### config.mk
export PLATFORM = sky130hd
export DESIGN_NAME = byte_ring_fifo
export DESIGN_NICKNAME = d
export VERILOG_FILES = /design/src/brf_pkg.sv /design/src/brf_ram.sv /design/src/brf_ctrl.sv /design/src/byte_ring_fifo.sv
export SDC_FILE = /design/constraint.sdc
export NUM_CORES = 2
export LEC_CHECK = 0
export ABC_AREA = 1
export BUFFER_PORTS_ARGS = -buffer_cell sky130_fd_sc_hd__clkbuf_2
export CORE_MARGIN = 8
export CORE_UTILIZATION = 40
export DETAILED_ROUTE_END_ITERATION = 10
export SLEW_MARGIN = 25
export SYNTH_ARGS = -nofsm -noshare
export SYNTH_HDL_FRONTEND = slang
export SYNTH_HIERARCHICAL = 1
export SYNTH_SLANG_ARGS = --single-unit
### constraint.sdc
create_clock -name clk_i -period 7.35 [get_ports clk_i]
set_input_delay 1.47 -clock clk_i [delete_from_list [all_inputs] [get_ports clk_i]]
set_output_delay 1.47 -clock clk_i [all_outputs]
set_load 0.02 [all_outputs]
### src/brf_pkg.sv
`timescale 1ns / 1ps
// ---------------------------------------------------------------------------
// brf_pkg: shared types for the byte ring FIFO
// Command and result word layouts, function codes and the wrapping adder.
// ---------------------------------------------------------------------------
package brf_pkg;

  localparam int BRF_DEPTH = 256;

  // Width of counts, capacities and ring indexes: 9 bits.
  localparam int IdxW = 9;

  typedef enum logic [2:0] {
    FUNC_WRITE = 3'd0,
    FUNC_READ  = 3'd1,
    FUNC_PEEK  = 3'd2,
    FUNC_SKIP  = 3'd3,
    FUNC_CLEAR = 3'd4
  } brf_func_e;

  typedef struct packed {
    logic [2:0]      func;
    logic [7:0]      write_byte;
    logic [IdxW-1:0] amount;
  } brf_cmd_t;

  typedef struct packed {
    logic [7:0]      data_byte;
    logic [IdxW-1:0] done_count;
    logic            status;
    logic [IdxW-1:0] fill_level;
    logic [IdxW-1:0] free_space;
  } brf_res_t;

  // Memory access request from the control unit.
  typedef struct packed {
    logic            wr_en;
    logic [IdxW-1:0] wr_idx;
    logic [7:0]      wr_data;
    logic            rd_en;
    logic [IdxW-1:0] rd_idx;
  } brf_mem_req_t;

  // Registered result fields, less the byte that comes from the memory.
  typedef struct packed {
    logic            valid;
    logic            use_rd;
    logic [IdxW-1:0] done_count;
    logic            status;
    logic [IdxW-1:0] fill_level;
    logic [IdxW-1:0] free_space;
  } brf_ctl_res_t;

  // a < cap and b <= cap, so one conditional subtract wraps the sum.
  function automatic logic [IdxW-1:0] wrap_add(input logic [IdxW-1:0] a,
                                               input logic [IdxW-1:0] b,
                                               input logic [IdxW-1:0] cap);
    logic [IdxW:0] s;
    s = {1'b0, a} + {1'b0, b};
    if (s >= {1'b0, cap}) begin
      s = s - {1'b0, cap};
    end
    return s[IdxW-1:0];
  endfunction

endpackage

### src/brf_ram.sv
`timescale 1ns / 1ps
// ---------------------------------------------------------------------------
// brf_ram: generic synchronous RAM
// One write port and one read port, read data registered.
// ---------------------------------------------------------------------------
module brf_ram #(
  parameter int WIDTH = 8,
  parameter int DEPTH = 256
) (
  input  logic                     clk_i,
  input  logic                     we_i,
  input  logic [$clog2(DEPTH)-1:0] waddr_i,
  input  logic [WIDTH-1:0]         wdata_i,
  input  logic                     re_i,
  input  logic [$clog2(DEPTH)-1:0] raddr_i,
  output logic [WIDTH-1:0]         rdata_o
);

  logic [WIDTH-1:0] mem_q [DEPTH];
  logic [WIDTH-1:0] rdata_q;

  always_ff @(posedge clk_i) begin
    if (we_i) begin
      mem_q[waddr_i] <= wdata_i;
    end
    if (re_i) begin
      rdata_q <= mem_q[raddr_i];
    end
  end

  assign rdata_o = rdata_q;

endmodule

### src/brf_ctrl.sv
`timescale 1ns / 1ps
// ---------------------------------------------------------------------------
// brf_ctrl: head, count and capacity control
// Decodes each command, drives the memory and registers the result fields.
// ---------------------------------------------------------------------------
module brf_ctrl import brf_pkg::*; #(
  parameter int DEPTH = BRF_DEPTH
) (
  input  logic            clk_i,
  input  logic            rst_ni,
  input  logic            accept_i,
  input  brf_cmd_t        cmd_i,
  input  logic            cfg_we_i,
  input  logic [IdxW-1:0] cfg_data_i,
  output brf_mem_req_t    mem_o,
  output brf_ctl_res_t    res_o
);

  localparam int CapMax = (DEPTH < (1 << IdxW)) ? DEPTH : (1 << IdxW) - 1;
  localparam logic [IdxW-1:0] CapLim = IdxW'(CapMax);
  localparam logic [IdxW-1:0] CapRst = IdxW'(256);

  logic [IdxW-1:0] capacity_q, head_q, head_d, count_q, count_d;
  logic [IdxW-1:0] cap, skip_n;
  brf_ctl_res_t    res_q, res_d;

  always_comb begin
    if (capacity_q == '0) begin
      cap = IdxW'(1);
    end else if (capacity_q > CapLim) begin
      cap = CapLim;
    end else begin
      cap = capacity_q;
    end
  end

  assign skip_n = (cmd_i.amount < count_q) ? cmd_i.amount : count_q;

  always_comb begin
    head_d            = head_q;
    count_d           = count_q;
    mem_o.wr_en       = 1'b0;
    mem_o.wr_idx      = wrap_add(head_q, count_q, cap);
    mem_o.wr_data     = cmd_i.write_byte;
    mem_o.rd_en       = 1'b0;
    mem_o.rd_idx      = head_q;
    res_d.valid       = accept_i;
    res_d.use_rd      = 1'b0;
    res_d.done_count  = '0;
    res_d.status      = 1'b0;
    unique case (brf_func_e'(cmd_i.func))
      FUNC_WRITE: begin
        if (count_q >= cap) begin
          res_d.status = 1'b1;
        end else begin
          mem_o.wr_en      = accept_i;
          count_d          = count_q + IdxW'(1);
          res_d.done_count = IdxW'(1);
        end
      end
      FUNC_READ: begin
        if (count_q == '0) begin
          res_d.status = 1'b1;
        end else begin
          mem_o.rd_en      = accept_i;
          res_d.use_rd     = 1'b1;
          head_d           = wrap_add(head_q, IdxW'(1), cap);
          count_d          = count_q - IdxW'(1);
          res_d.done_count = IdxW'(1);
        end
      end
      FUNC_PEEK: begin
        mem_o.rd_idx = wrap_add(head_q, cmd_i.amount, cap);
        if (cmd_i.amount >= count_q) begin
          res_d.status = 1'b1;
        end else begin
          mem_o.rd_en      = accept_i;
          res_d.use_rd     = 1'b1;
          res_d.done_count = IdxW'(1);
        end
      end
      FUNC_SKIP: begin
        if (skip_n == '0) begin
          res_d.status = (cmd_i.amount != '0);
        end else begin
          head_d           = wrap_add(head_q, skip_n, cap);
          count_d          = count_q - skip_n;
          res_d.done_count = skip_n;
        end
      end
      FUNC_CLEAR: begin
        head_d  = '0;
        count_d = '0;
      end
      default: begin
      end
    endcase
    res_d.fill_level = count_d;
    res_d.free_space = cap - count_d;
  end

  always_ff @(posedge clk_i or negedge rst_ni) begin
    if (!rst_ni) begin
      capacity_q <= CapRst;
      head_q     <= '0;
      count_q    <= '0;
      res_q      <= '0;
    end else begin
      res_q.valid <= res_d.valid;
      if (cfg_we_i) begin
        capacity_q <= cfg_data_i;
        head_q     <= '0;
        count_q    <= '0;
      end else if (accept_i) begin
        head_q  <= head_d;
        count_q <= count_d;
      end
      if (accept_i) begin
        res_q.use_rd     <= res_d.use_rd;
        res_q.done_count <= res_d.done_count;
        res_q.status     <= res_d.status;
        res_q.fill_level <= res_d.fill_level;
        res_q.free_space <= res_d.free_space;
      end
    end
  end

  assign res_o = res_q;

endmodule

### src/byte_ring_fifo.sv
`timescale 1ns / 1ps
// ---------------------------------------------------------------------------
// byte_ring_fifo: byte FIFO in a circular on-chip store
// Write, pop, peek, skip and clear commands with one result word each.
// ---------------------------------------------------------------------------
//
//  Channel   Handshake                      Word
//  command   start / busy                   cmd_i      (brf_cmd_t)
//  result    result_valid_o (strobe)        result_o   (brf_res_t)
//  config    cfg_valid_i / cfg_ready_o      cfg_data_i (capacity in use)
//
// A command is taken on any cycle where start is high and busy is low, so one
// command a cycle can be sustained while busy is low. Its result word appears
// on the strobe in the cycle after acceptance: the byte store is a synchronous
// RAM with registered read data. A write goes into the store at the accept
// edge and a read of the same slot is issued no earlier than the next edge,
// so no forwarding is needed. The result receiver cannot stall; each result
// is shown for exactly one cycle. Reset empties the FIFO and sets the
// capacity in use to 256; the byte store itself is not cleared. busy follows
// cfg_valid_i, so a capacity write takes precedence over a command.
// ---------------------------------------------------------------------------
module byte_ring_fifo import brf_pkg::*; #(
  parameter int DEPTH = BRF_DEPTH
) (
  input  logic            clk_i,
  input  logic            rst_ni,
  input  logic            start,
  output logic            busy,
  input  brf_cmd_t        cmd_i,
  output logic            result_valid_o,
  output brf_res_t        result_o,
  input  logic            cfg_valid_i,
  output logic            cfg_ready_o,
  input  logic [IdxW-1:0] cfg_data_i
);

  localparam int AddrW = $clog2(DEPTH);

  logic         accept;
  logic         cfg_we;
  brf_mem_req_t mem_req;
  brf_ctl_res_t ctl_res;
  logic [7:0]   rd_data;

  // The configuration channel is always ready; its write blocks commands.
  assign cfg_ready_o = 1'b1;
  assign cfg_we      = cfg_valid_i & cfg_ready_o;
  assign busy        = cfg_valid_i;
  assign accept      = start & ~busy;

  brf_ctrl #(
    .DEPTH(DEPTH)
  ) u_ctrl (
    .clk_i     (clk_i),
    .rst_ni    (rst_ni),
    .accept_i  (accept),
    .cmd_i     (cmd_i),
    .cfg_we_i  (cfg_we),
    .cfg_data_i(cfg_data_i),
    .mem_o     (mem_req),
    .res_o     (ctl_res)
  );

  // Ring indexes stay below the capacity in use, which never exceeds DEPTH,
  // so resizing them to the address width loses nothing.
  brf_ram #(
    .WIDTH(8),
    .DEPTH(DEPTH)
  ) u_ram (
    .clk_i  (clk_i),
    .we_i   (mem_req.wr_en),
    .waddr_i(AddrW'(mem_req.wr_idx)),
    .wdata_i(mem_req.wr_data),
    .re_i   (mem_req.rd_en),
    .raddr_i(AddrW'(mem_req.rd_idx)),
    .rdata_o(rd_data)
  );

  assign result_valid_o      = ctl_res.valid;
  assign result_o.data_byte  = ctl_res.use_rd ? rd_data : 8'h00;
  assign result_o.done_count = ctl_res.done_count;
  assign result_o.status     = ctl_res.status;
  assign result_o.fill_level = ctl_res.fill_level;
  assign result_o.free_space = ctl_res.free_space;

  // Every accepted command yields a result on the following cycle.
  a_result_follows: assert property (@(posedge clk_i) disable iff (!rst_ni)
    accept |=> result_valid_o)
    else $error("accepted command gave no result");

  // No result appears without a command before it.
  a_no_spurious: assert property (@(posedge clk_i) disable iff (!rst_ni)
    !accept |=> !result_valid_o)
    else $error("result without a command");

  // A refused command reports no work done.
  a_status_nothing: assert property (@(posedge clk_i) disable iff (!rst_ni)
    result_valid_o && result_o.status |-> result_o.done_count == '0)
    else $error("refused command reports work done");

  // A byte is only returned when one was popped or peeked.
  a_data_zero: assert property (@(posedge clk_i) disable iff (!rst_ni)
    result_valid_o && result_o.done_count == '0 |-> result_o.data_byte == 8'h00)
    else $error("byte returned without a pop or peek");

endmodule
Word-level counts from Yosys, hierarchy flattened
Memories as Yosys holds them, arrays and structs flattened. A register that Yosys moved wholly into a read port is not among the register bits. Index checks and enable logic that the tools add are counted.

Memories kept: 1. Register bits after elaboration: 57. Input bits: 33. Bits in writable memories: 2048. Word-level logic and storage cells: 83. Output and inout port bits: 39.

Memories: u_ram.mem_q (depth 256, width 8, rd ports 1, clocked after Yosys merged registers in 1, write ports 1, RTL line brf_ram.sv:19) `logic [WIDTH-1:0] mem_q [DEPTH];`.

Bitwise operators: 2. Equality and inequality tests: 6. $add $sub $neg: 12. Order comparisons: 8. Multiplexer cells: 37. Reduce and logical (&&, ||, !) cells: 8.

Operators with widths (number): 2-to-1 mux 9 bit (15); >= comparator 10 x 9 -> 1 bit (4); one-hot mux 10 bit (4 select lines) (1); one-hot mux 9 bit (4 select lines) (1); subtractor 9 bit (4); 2-to-1 mux 8 bit (4); adder 9 x 9 -> 10 bit (3); zero test 9 bit (3); one-hot mux 9 bit (3 select lines) (1); 2-to-1 mux 10 bit (2); >= comparator 9 bit (2); subtractor 8 bit (2); 2-to-1 mux 1 bit (11); adder 9 x 1 -> 10 bit (second input constant) (1); adder 9 x 1 -> 9 bit (second input constant) (1); greater-than comparator 9 bit (second input constant) (1); < comparator 9 bit (1); nonzero test 9 bit (1); subtractor 9 x 1 -> 9 bit (second input constant) (1); equality test 3 x 2 -> 1 bit (second input constant) (2); inequality test 3 bit (second input constant) (2); one-hot mux 1 bit (2 select lines) (2); AND reduction 4 bit (1); nonzero test 4 bit (1); 6 further kinds (6).

Logic depth before layout (Yosys ltp)
Depth in word-level cells: 9. Depth in mapped cells: 36. Gate-level depth less buffers: 32.

Hierarchy
Netlist, hierarchy kept.

By module, submodules not included: brf_ram (cells each 7003, instances 1, seq. area each 61739.2 um^2, area an instance 83476.3 um^2); brf_ctrl (cells each 1089, instances 1, seq. area each 1427.6 um^2, area an instance 7368.3 um^2); byte_ring_fifo (cells each 22, instances 1, seq. area each 0.0 um^2, area an instance 91.3 um^2).

Least setup slack after synthesis
No wires, ideal clock.

Path type: input to register. Start point: input cmd_i[2] (netlist bit). End point: register u_ram.rdata_q[0] (netlist: u_ram/rdata_o[0]) (read register of u_ram.mem_q) (data pin). Stages on the path: 35. Path buffers: 5. Setup time: 0.252 ns. Required time: 7.098 ns. Arrival time: 5.480 ns. Setup slack: 1.617 ns. Cells stage by stage: ha_1 > nand3_1 > nand2_1 > a21oi_1 > o21ai_0 > inv_1 > nor2_1 > nor2_1 > o21bai_1 > xor2_1 > inv_1 > ha_1 > inv_1 > nor3_1 > a211oi_1 > nand3_1 > a211oi_1 > nand2_1 > buf_2 > o21ai_0 > o21ai_0 > buf_4 > buf_6 > buf_4 > buf_2 > nand2_1 > nand3_1 > nand3_1 > nand3_1 > nand3_1 > nand3_1 > nand3_1 > nand2_1 > nand2_1 > nand2_1.

RTL lines: start: declaration (RTL line byte_ring_fifo.sv:29) `input brf_cmd_t cmd_i,`; end: declaration (RTL line brf_ram.sv:20) `logic [WIDTH-1:0] rdata_q;`.

==> metrics.csv <==
metric,value,unit
Final period util,0.936,
Worst EP required,8050,ps
I/O pin count,72,
DRC Markers,0,
Placement Cell Area,95500,um2
Max Clk Rate,145,MHz
gp weighted congestion,0.895,
die span in x,493,um
Power Total,27.5,mW
number of post-CTS setup repair buffers,0,
Worst-path clk slew,60,ps
Static Leak,36.6,nW
initial antenna violation count,8,
Hold Path Stages,2,
Clock Latency Late Sink,880,ps
Startpoint Class,input port,
yosys warns,6,
maximum vdd drop,0.240,mV
DRC violation total after the first TritonRoute iteration,7176,
clock skew,89.5,ps
Routed WL,266000,um
Critical R2R Capture,u_ram/rdata_o[3]$_DFFE_PP_,
crit end category,flop,
CP max stage delay,470,ps
Max Cap Violations,0,
final hold vios,0,
Finished Cell Area,102000,um2
Core Area,227000,um2
total iterations of the first detailed-routing run,5,
vias in the first global route,60900,
Overflow after GRT,0,
minimum clock period,6880,ps
Die Area,243000,um2
"Cell Area, Synth",90900,um2
Layout Nets,8305,
PortBufs,70,
GRT Util Overall,0.212,
R2R Path Start,u_ctrl/head_q[1]$_DFFE_PN0P_,
unrepaired setup endpoints after global routing,no,
clock root cell,clkbuf_16,
Post-Syn Area per Cell,11.2,um2
r2r setup slk,530,ps
Worst path most repeated cell,nand3_1,
Syn Inst Count,8104,
Worst-Margin Slew,1110,ps
# fillers,20800,
critical path class,input port to flop,
CTS tree,done,
layout cells sized above 1,0.0836,
Critical Path Fanout Max,86,
Max-slew headroom,0.259,
H-tree Lvls,4,
initial core utilization,0.401,
Die Span Y,493,um
vias per cell,5.54,
CTS Hold Bufs,0,
CTS sink cnt,2113,
endpoints failing setup,0,
cell area power density,268,nW/um2
clock buffer depth,3,
Hold Crit Start,u_ctrl/res_o[26]$_DFFE_PN0P_,
largest net degree at the start of global routing,173,
Num CTS Buffers,214,
hold crit path type,flop to flop,
routed len/inst,23.4,um
Hold Path End,u_ctrl/res_o[26]$_DFFE_PN0P_,
via count,62900,
Synth Net Count,8246,
CTS resizes,0,
WP data arrival,7580,ps
fin. max-slew vios,0,
hpwl dp,159000,um
status,"complete, no violations",
Core Rows,175,
post-route antenna net violation count,0,
reg2reg path depth,32,
area delta synth->final,12.6,%
global-route wire length before repair,394000,um
slowest CP cell,inv_16,
-- critical path: cells and delay by family --
family | cells | cell delay, ps
xor+xnor | 1 | 170
simple gates | 17 | 2440
compound gates | 7 | 1590
fa+ha+maj | 2 | 660
buf+inv | 6 | 1140
-- layout make-up --
type,count,area (um2),share of cell area
clock inverter,124,1280,0.0125
multi-input combinational,5260,24400,0.238
sequential,2113,63200,0.617
timing repair buffer,356,3350,0.0328
inverter,218,852,0.00832
antenna,4,10.0,0.0000978
tap,3009,3760,0.0368
clock buffer,264,5590,0.0546
-- layout by cell type, fill, tap and decap left out, types with 7 or more instances in the layout --
cell,count
nand2_1,2349
o211ai_1,10
clkbuf_1,48
clkinv_1,52
inv_1,209
bufinv_16,17
dfrtp_1,56
clkbuf_16,216
a21oi_1,84
buf_4,224
buf_12,62
clkbuf_2,62
fa_1,8
xnor2_1,14
o21bai_1,10
o21ai_0,92
nor2_1,366
nand3_1,2076
clkinvlp_4,10
nand2_2,15
buf_8,8
ha_1,101
nand4_1,16
clkinv_2,25
edfxtp_1,2056
xor2_1,36
nor3_1,16
clkinv_16,7
-- through the flow --
| step | hold WS, ps | setup TNS, ps | std cells | utilization | worst slack [ps] |
|---|---|---|---|---|---|
| 6_report | 483 | 0 | 11300 | 0.452 | 472 |
| 5_1_grt | 506 | 0 | 11300 | 0.452 | 205 |
| 4_1_cts | 488 | 0 | 11300 | 0.452 | 694 |
| 3_5_place_dp | 474 | -658 | 11000 | 0.421 | -172 |
| 3_3_place_gp | 466 | -895 | 11000 | 0.421 | -218 |
| 2_1_floorplan | 448 | 0 | 8104 | - | 1710 |
-- flip-flops by register name (all words and copies together), names as in the netlist --
name	count
u_ctrl/capacity_q	9
u_ctrl/count_q	9
u_ctrl/head_q	9
u_ctrl/res_o	30
u_ram/mem_q	2048
u_ram/rdata_o	8
-- power breakdown --
| group | switching [mW] | total [mW] | internal (mW) |
|---|---|---|---|
| sequential | 0.0322 | 13.3 | 13.3 |
| clock | 4.71 | 10.7 | 6.01 |
| combinational | 2.52 | 3.47 | 0.950 |
| total | 7.26 | 27.5 | 20.2 |
-- worst max path at each step --
stage | start | endpoint | depth (start not counted)
after floorplan | cmd_i[2] | u_ram/rdata_o[0]$_DFFE_PP_ | 35
after global placement | cmd_i[2] | u_ram/rdata_o[1]$_DFFE_PP_ | 33
after detailed placement | cmd_i[2] | u_ram/rdata_o[3]$_DFFE_PP_ | 33
after CTS | u_ctrl/head_q[1]$_DFFE_PN0P_ | u_ram/rdata_o[3]$_DFFE_PP_ | 32
after global routing | cmd_i[2] | u_ram/rdata_o[3]$_DFFE_PP_ | 33
final | cmd_i[2] | u_ram/rdata_o[3]$_DFFE_PP_ | 33
-- routing by layer --
metal	part of all wire	vias to the layer above	global-route usage	routed length, um
met2	0.46	2702	0.334	122000
met3	0.087	470	0.0434	23100
met4	0.035	4	0.0727	9400
li1	-	28600	-	-
met1	0.42	31100	0.294	111000
met5	0.00011	-	0	30
Power figures use the tool's default switching activity.
